## config.mk

```make
export PLATFORM = sky130hd
export DESIGN_NAME = popcount_fcs_deframer
export DESIGN_NICKNAME = d
export VERILOG_FILES = /design/src/hw/rtl/pfd_pkg.sv /design/src/hw/rtl/pfd_parser.sv /design/src/hw/rtl/pfd_outbuf.sv /design/src/hw/rtl/popcount_fcs_deframer.sv
export SDC_FILE = /design/constraint.sdc
export NUM_CORES = 1
export LEC_CHECK = 0
export ABC_AREA = 1
export BUFFER_PORTS_ARGS = -buffer_cell sky130_fd_sc_hd__buf_2
export CORE_MARGIN = 2
export CORE_UTILIZATION = 57
export CTS_CLUSTER_DIAMETER = 60
export DETAILED_ROUTE_END_ITERATION = 10
export PLACE_DENSITY = 0.75
export SETUP_SLACK_MARGIN = 0.5
export SLEW_MARGIN = 25
export SYNTH_ARGS = -nofsm -noshare
export SYNTH_HDL_FRONTEND = slang
export SYNTH_SLANG_ARGS = --single-unit
```

## constraint.sdc

```tcl
create_clock -name clk -period 7 [get_ports clk]
set_input_delay 0.35 -clock clk [delete_from_list [all_inputs] [get_ports clk]]
set_output_delay 0.35 -clock clk [all_outputs]
set_load 0.1 [all_outputs]
```

## src/hw/rtl/pfd_pkg.sv

```systemverilog
// Shared types and helpers for the popcount FCS deframer.
// Holds the parser phase encoding, the result record and the byte bit count.
// No dependencies.
`default_nettype none

package pfd_pkg;

  typedef enum logic [2:0] {
    PH_CMD  = 3'd0,
    PH_LEN  = 3'd1,
    PH_DATA = 3'd2,
    PH_CHKH = 3'd3,
    PH_CHKL = 3'd4
  } phase_t;

  localparam logic [7:0] CMD_MASK = 8'h7F;
  localparam logic [7:0] LEN_MASK = 8'h3F;

  localparam logic KIND_DATA = 1'b0;
  localparam logic KIND_END  = 1'b1;

  typedef struct packed {
    logic       kind;
    logic [7:0] data_byte;
    logic [6:0] command;
    logic [5:0] length;
    logic       check_ok;
    logic       last;
  } pfd_res_t;

  function automatic logic [3:0] bit_count8(input logic [7:0] b);
    logic [3:0] n;
    n = '0;
    for (int k = 0; k < 8; k++) begin
      n = n + {3'b000, b[k]};
    end
    return n;
  endfunction

endpackage

`default_nettype wire

```

## src/hw/rtl/pfd_parser.sv

```systemverilog
// Frame parser: phase register, byte counter, running one-bit count and
// header capture. Produces at most one result per accepted byte.
// Depends on pfd_pkg.
`default_nettype none

module pfd_parser (
  input  wire logic             clk,
  input  wire logic             rst_n,
  input  wire logic             accept,
  input  wire logic [7:0]       rx_byte,
  input  wire logic             frame_start,
  output pfd_pkg::pfd_res_t     res,
  output logic                  res_valid
);
  import pfd_pkg::*;

  phase_t     phase_r,        phase_nxt;
  logic [5:0] remaining_r,    remaining_nxt;
  logic [9:0] ones_count_r,   ones_count_nxt;
  logic [6:0] held_command_r, held_command_nxt;
  logic [5:0] held_length_r,  held_length_nxt;
  logic [7:0] check_high_r,   check_high_nxt;

  always_ff @(posedge clk) begin
    if (!rst_n) begin
      phase_r        <= PH_CMD;
      remaining_r    <= '0;
      ones_count_r   <= '0;
      held_command_r <= '0;
      held_length_r  <= '0;
      check_high_r   <= '0;
    end else if (accept) begin
      phase_r        <= phase_nxt;
      remaining_r    <= remaining_nxt;
      ones_count_r   <= ones_count_nxt;
      held_command_r <= held_command_nxt;
      held_length_r  <= held_length_nxt;
      check_high_r   <= check_high_nxt;
    end
  end

  always_comb begin
    logic [3:0]  bits;
    logic [9:0]  sum;
    logic [5:0]  rem_dec;
    phase_t      ph;

    bits    = bit_count8(rx_byte);
    sum     = ones_count_r + {6'd0, bits};
    rem_dec = remaining_r - 6'd1;
    // start marker resyncs regardless of where we are
    ph      = frame_start ? PH_CMD : phase_r;

    phase_nxt        = phase_r;
    remaining_nxt    = remaining_r;
    ones_count_nxt   = ones_count_r;
    held_command_nxt = held_command_r;
    held_length_nxt  = held_length_r;
    check_high_nxt   = check_high_r;

    res_valid     = 1'b0;
    res.kind      = KIND_DATA;
    res.data_byte = '0;
    res.command   = held_command_r;
    res.length    = held_length_r;
    res.check_ok  = 1'b0;
    res.last      = 1'b0;

    case (ph)
      PH_LEN: begin
        held_length_nxt = rx_byte[5:0] & LEN_MASK[5:0];
        remaining_nxt   = rx_byte[5:0] & LEN_MASK[5:0];
        ones_count_nxt  = sum;
        phase_nxt       = (rx_byte[5:0] == 6'd0) ? PH_CHKH : PH_DATA;
      end
      PH_DATA: begin
        ones_count_nxt = sum;
        remaining_nxt  = rem_dec;
        if (rem_dec == 6'd0) begin
          phase_nxt = PH_CHKH;
        end
        res_valid     = 1'b1;
        res.data_byte = rx_byte;
      end
      PH_CHKH: begin
        check_high_nxt = rx_byte;
        phase_nxt      = PH_CHKL;
      end
      PH_CHKL: begin
        res_valid    = 1'b1;
        res.kind     = KIND_END;
        res.last     = 1'b1;
        res.check_ok = ({check_high_r, rx_byte} == {6'd0, ones_count_r});
        phase_nxt    = PH_CMD;
      end
      default: begin
        // command byte; also covers unused phase codes
        held_command_nxt = rx_byte[6:0] & CMD_MASK[6:0];
        held_length_nxt  = '0;
        remaining_nxt    = '0;
        check_high_nxt   = '0;
        ones_count_nxt   = {6'd0, bits};
        phase_nxt        = PH_LEN;
      end
    endcase
  end

endmodule

`default_nettype wire

```

## src/hw/rtl/pfd_outbuf.sv

```systemverilog
// Two-entry output buffer: result register plus skid register, so the
// input side can take one more result while the receiver stalls.
// Depends on pfd_pkg.
`default_nettype none

module pfd_outbuf (
  input  wire logic              clk,
  input  wire logic              rst_n,
  input  wire logic              push,
  input  wire pfd_pkg::pfd_res_t push_res,
  output logic                   full,
  output logic                   out_valid,
  input  wire logic              out_stall,
  output pfd_pkg::pfd_res_t      out_res
);
  import pfd_pkg::*;

  logic     main_vld_r,  main_vld_nxt;
  logic     skid_vld_r,  skid_vld_nxt;
  pfd_res_t main_r,      main_nxt;
  pfd_res_t skid_r,      skid_nxt;
  logic     pop;
  logic     main_free;

  assign pop       = main_vld_r && !out_stall;
  assign main_free = !main_vld_r || pop;

  always_comb begin
    main_vld_nxt = main_vld_r;
    skid_vld_nxt = skid_vld_r;
    main_nxt     = main_r;
    skid_nxt     = skid_r;
    if (main_free) begin
      if (skid_vld_r) begin
        main_vld_nxt = 1'b1;
        main_nxt     = skid_r;
        skid_vld_nxt = push;
        skid_nxt     = push_res;
      end else begin
        main_vld_nxt = push;
        main_nxt     = push_res;
      end
    end else if (push) begin
      skid_vld_nxt = 1'b1;
      skid_nxt     = push_res;
    end
  end

  always_ff @(posedge clk) begin
    if (!rst_n) begin
      main_vld_r <= 1'b0;
      skid_vld_r <= 1'b0;
    end else begin
      main_vld_r <= main_vld_nxt;
      skid_vld_r <= skid_vld_nxt;
    end
  end

  always_ff @(posedge clk) begin
    main_r <= main_nxt;
    skid_r <= skid_nxt;
  end

  assign full      = skid_vld_r;
  assign out_valid = main_vld_r;
  assign out_res   = main_r;

endmodule

`default_nettype wire

```

## src/hw/rtl/popcount_fcs_deframer.sv

```systemverilog
// Popcount FCS deframer: receives a length-prefixed frame a byte at a time,
// passes data bytes out and reports the command, length and check result.
//
// Input channel (in_valid / in_stall): one frame byte per transaction.
//   in_frame_start marks a command byte and drops any frame in progress.
// Output channel (out_valid / out_stall): one result per data byte and one
//   end-of-frame result (out_kind = 1, out_last = 1) after the low check byte.
//   Command, length and check bytes other than the last give no result.
// Latency: with the output free, a result is presented the cycle after its
//   byte is accepted.
// Throughput: one byte per cycle while in_stall is low; the parser state
//   updates in one pass of an 8-bit bit count plus a 10-bit add.
// Stall: results go to a result register backed by a skid register.
//   in_stall rises only once the skid register holds a result, so bytes that
//   give no result keep flowing and one more result is taken after the
//   receiver starts stalling. in_stall is registered.
// Reset (rst_n low, synchronous): parser waits for a command byte, counts
//   cleared, output buffer empty, in_stall low.
`default_nettype none

module popcount_fcs_deframer (
  input  wire logic       clk,
  input  wire logic       rst_n,
  input  wire logic       in_valid,
  output logic            in_stall,
  input  wire logic [7:0] in_rx_byte,
  input  wire logic       in_frame_start,
  output logic            out_valid,
  input  wire logic       out_stall,
  output logic            out_kind,
  output logic [7:0]      out_data_byte,
  output logic [6:0]      out_command,
  output logic [5:0]      out_length,
  output logic            out_check_ok,
  output logic            out_last
);
  import pfd_pkg::*;

  logic     accept;
  logic     res_valid;
  logic     full;
  pfd_res_t res;
  pfd_res_t out_res;

  assign in_stall = full;
  assign accept   = in_valid && !full;

  pfd_parser u_parser (
    .clk         (clk),
    .rst_n       (rst_n),
    .accept      (accept),
    .rx_byte     (in_rx_byte),
    .frame_start (in_frame_start),
    .res         (res),
    .res_valid   (res_valid)
  );

  pfd_outbuf u_outbuf (
    .clk       (clk),
    .rst_n     (rst_n),
    .push      (accept && res_valid),
    .push_res  (res),
    .full      (full),
    .out_valid (out_valid),
    .out_stall (out_stall),
    .out_res   (out_res)
  );

  assign out_kind      = out_res.kind;
  assign out_data_byte = out_res.data_byte;
  assign out_command   = out_res.command;
  assign out_length    = out_res.length;
  assign out_check_ok  = out_res.check_ok;
  assign out_last      = out_res.last;

endmodule

`default_nettype wire

```

==> impl_results.md <==
- Post-synthesis sequential area ratio: 0.539
- WL/cell: between 10 and 15 µm
- Area growth syn-to-layout: 11.1%
- DRT Wirelength: approximately 8600 µm
- Max Fanout on Critical Path: 5
- Final RePlAce weighted congestion: about 0.9
- GR Util met2: 0.381
- Clk root buf: clkbuf_8
- Cell area after synthesis: just over 4000 µm²
- Clock slew at reported path FFs: 0.09 ns
- DR iter-0 viols: ~220
- Fillcell total: 623
- Reg2reg path depth: 7
- Setup TNS: 0 ns
- Pleak: slightly above 2 nW
- Commonest non-fill, non-tap cell in the layout: nand2_1
- Die footprint: 7930 µm²
- Post-DR vias/cell: 5.31
- Final instance area: 4580 µm²
- Total power draw: about 1.2 mW
- First-pass GRT wire length: around 14,000 µm
- CTS Buf Count: 9
- Via count: 3,266
- Final hold vios: 0
- Die width: roughly 89 µm
- RSZ-0062 raised after global routing: false
- FF+latch count, synth: 88
- Synth cell types: 33
- Final min period: approximately 3.8 ns
- Post-route ant nets: 0
- Largest net degree at the start of global routing: 31
- Max IR drop VDD: approximately 0.12 mV
- Reported max-cap violation count: 0
- CTS tree: done
- Min-Delay Path Depth: 3
- Final-report max-slew violation count: 0
- Final Setup Violations: 0
- Crit path kind: in2reg
- Initial cell density of the core: 0.597
- Critical Path Sink Type: flop
- Chip height: 89.0 µm
- Grt ovf: 0
- Grt met3 use: 0.0517
- Class of the worst hold path: in2reg
- Warnings, synthesis: 0
- Status: complete, no violations
- Setup Fix Bufs, Post-CTS: 0
- Worst Clk Skew: approximately 0.0053 ns
- Post-cts sizing count: 0
- Worst path arrival time: ~4.1 ns
- Post-layout util: 0.663
- Cts hold-fix bufs: 0
- Sink Count: between 80 and 90
- Row count: 30
- # IOs: 39
- Antenna cells: 0
- Most frequent cells in the layout: nand2_1 (116), inv_1 (58), nor2_1 (50)
- Clock Tree Buf Depth: 2
- DRC violation count after routing: 0
- Grt met1 use: 0.304
- Clk_lat worst skew: 0.36 ns
- Vias in the first global route: roughly 3,000
- Worst slew margin: 0.602
- Share of layout cells above drive strength 1: 0.129
- H-Tree Depth: 3
- Fin crit share: 0.545
- Power per Cell Area: approximately 260 nW/µm²
- Post-DP HPWL: approximately 6000 µm
- Syn Nets: approximately 500
- CP Data Required Time: 7.26 ns
- Fmax: ~0.26 GHz
- Post-placement cell area: roughly 4400 µm²
- Cells after Synth: 478
- Pre-Repair DR Iteration Count: 5
- Initial antenna violation count: 0
- Mean Syn Cell Area: between 8 and 9 µm²
- GR Util All Layers: 0.235
- Busiest grt layer: met2
- Nets: around 540
- Worst-Margin Slew: ~0.59 ns
- PortBufs: 38
- Core Area: 6910 µm²
- Startpoint Class: input port
-- final timing paths --
path                                   from                       end  slack (ns)
setup / recovery              in_rx_byte[0]  u_parser.ones_count_r[6]        3.19
hold / removal                in_rx_byte[7]  u_parser.check_high_r[7]        0.27
setup reg to reg        u_parser.phase_r[1]        u_outbuf.skid_r[9]        4.84
hold reg to reg   u_parser.held_length_r[5]        u_outbuf.skid_r[7]        0.43
-- worst max-delay path: stages --
cell and delay [ns]:
buf_2 0.13, inv_1 0.10, ha_1 0.28, inv_1 0.04
fa_1 0.49, fa_1 0.43, fa_1 0.41, fa_1 0.52
fa_1 0.45, o21ai_0 0.20, a21oi_1 0.08, nor2_1 0.23
nand2_1 0.11, o21ai_0 0.17, nor2_1 0.07
-- routing by layer --
metal | up-vias | routed length, µm
met2 | 98 | 4070
met5 | - | 0
li1 | 1632 | -
met4 | 0 | 265
met3 | 26 | 429
met1 | 1510 | 3800
-- state kept, by name, indices dropped and copies added (netlist names) --
| name | cells |
|---|---|
| u_parser.ones_count_r | 10 |
| u_parser.check_high_r | 8 |
| u_outbuf.out_res | 23 |
| u_outbuf.skid_r | 23 |
| u_parser.remaining_r | 6 |
| u_parser.held_length_r | 6 |
| u_outbuf.out_valid | 1 |
| u_parser.held_command_r | 7 |
| u_parser.phase_r | 3 |
| u_outbuf.full | 1 |
-- per-stage QoR --
step,worst slack [ns],cells,hold WS (ns)
after floorplan,3.26,478,0.408
after global placement,2.95,599,0.408
after detailed placement,2.80,599,0.413
after CTS,3.18,615,0.268
after global routing,2.92,615,0.271
final,3.19,615,0.273
-- logic make-up (layout without fill, tap and decap cells) --
logic type	count (synthesis)	after routing	share of synthesized area
and+or+nand+nor	215	215	0.219
buffers and inverters	75	116	0.0732
xor gates and xnor gates	5	5	0.0106
AOI/OAI and AO/OA	80	80	0.104
adders and majority gates	15	15	0.0546
DFF	88	88	0.539
-- report_power, final --
part           switching, mW  total, mW  internal (mW)  leakage [nW]
Combinational          0.172      0.232         0.0595          1.12
Sequential            0.0142      0.581          0.567         0.851
Clock                  0.191      0.359          0.168         0.100
Total                  0.378       1.17          0.794          2.07
-- area by class of cell --
class,count,area (µm²),area share
Inverter,60,225,0.0492
Tap cell,96,120,0.0262
Timing Repair Buffer,40,205,0.0448
Multi-Input combinational cell,315,1600,0.350
Sequential cell,88,2220,0.485
Clock inverter,7,77.6,0.0169
Clock buffer,9,124,0.0271
-- synth_stat cells --
cell type	n	share of area
clkbuf_1	6	0.0055
edfxtp_1	46	0.34
ha_1	10	0.030
o21ai_1	3	0.0036
buf_4	2	0.0036
a31oi_1	1	0.0015
o21ai_0	29	0.035
o211ai_1	4	0.0073
buf_1	2	0.0018
o2bb2ai_1	1	0.0021
nand4_1	5	0.0076
inv_1	58	0.053
buf_2	4	0.0049
a211oi_1	2	0.0036
o22ai_1	3	0.0046
buf_6	1	0.0027
dfxtp_1	42	0.20
nor2_1	50	0.046
xnor2_1	3	0.0064
a21boi_0	1	0.0018
or2_2	1	0.0015
nor2_2	1	0.0015
fa_1	5	0.024
nor3_1	4	0.0049
xor2_1	2	0.0043
nand3_1	31	0.038
a21oi_1	36	0.044
inv_2	2	0.0018
nand2_1	117	0.11
nor3b_1	1	0.0018
nand2_2	1	0.0015
nor2_4	2	0.0055
nand3_2	2	0.0049
(Power assumes the default switching activity.)
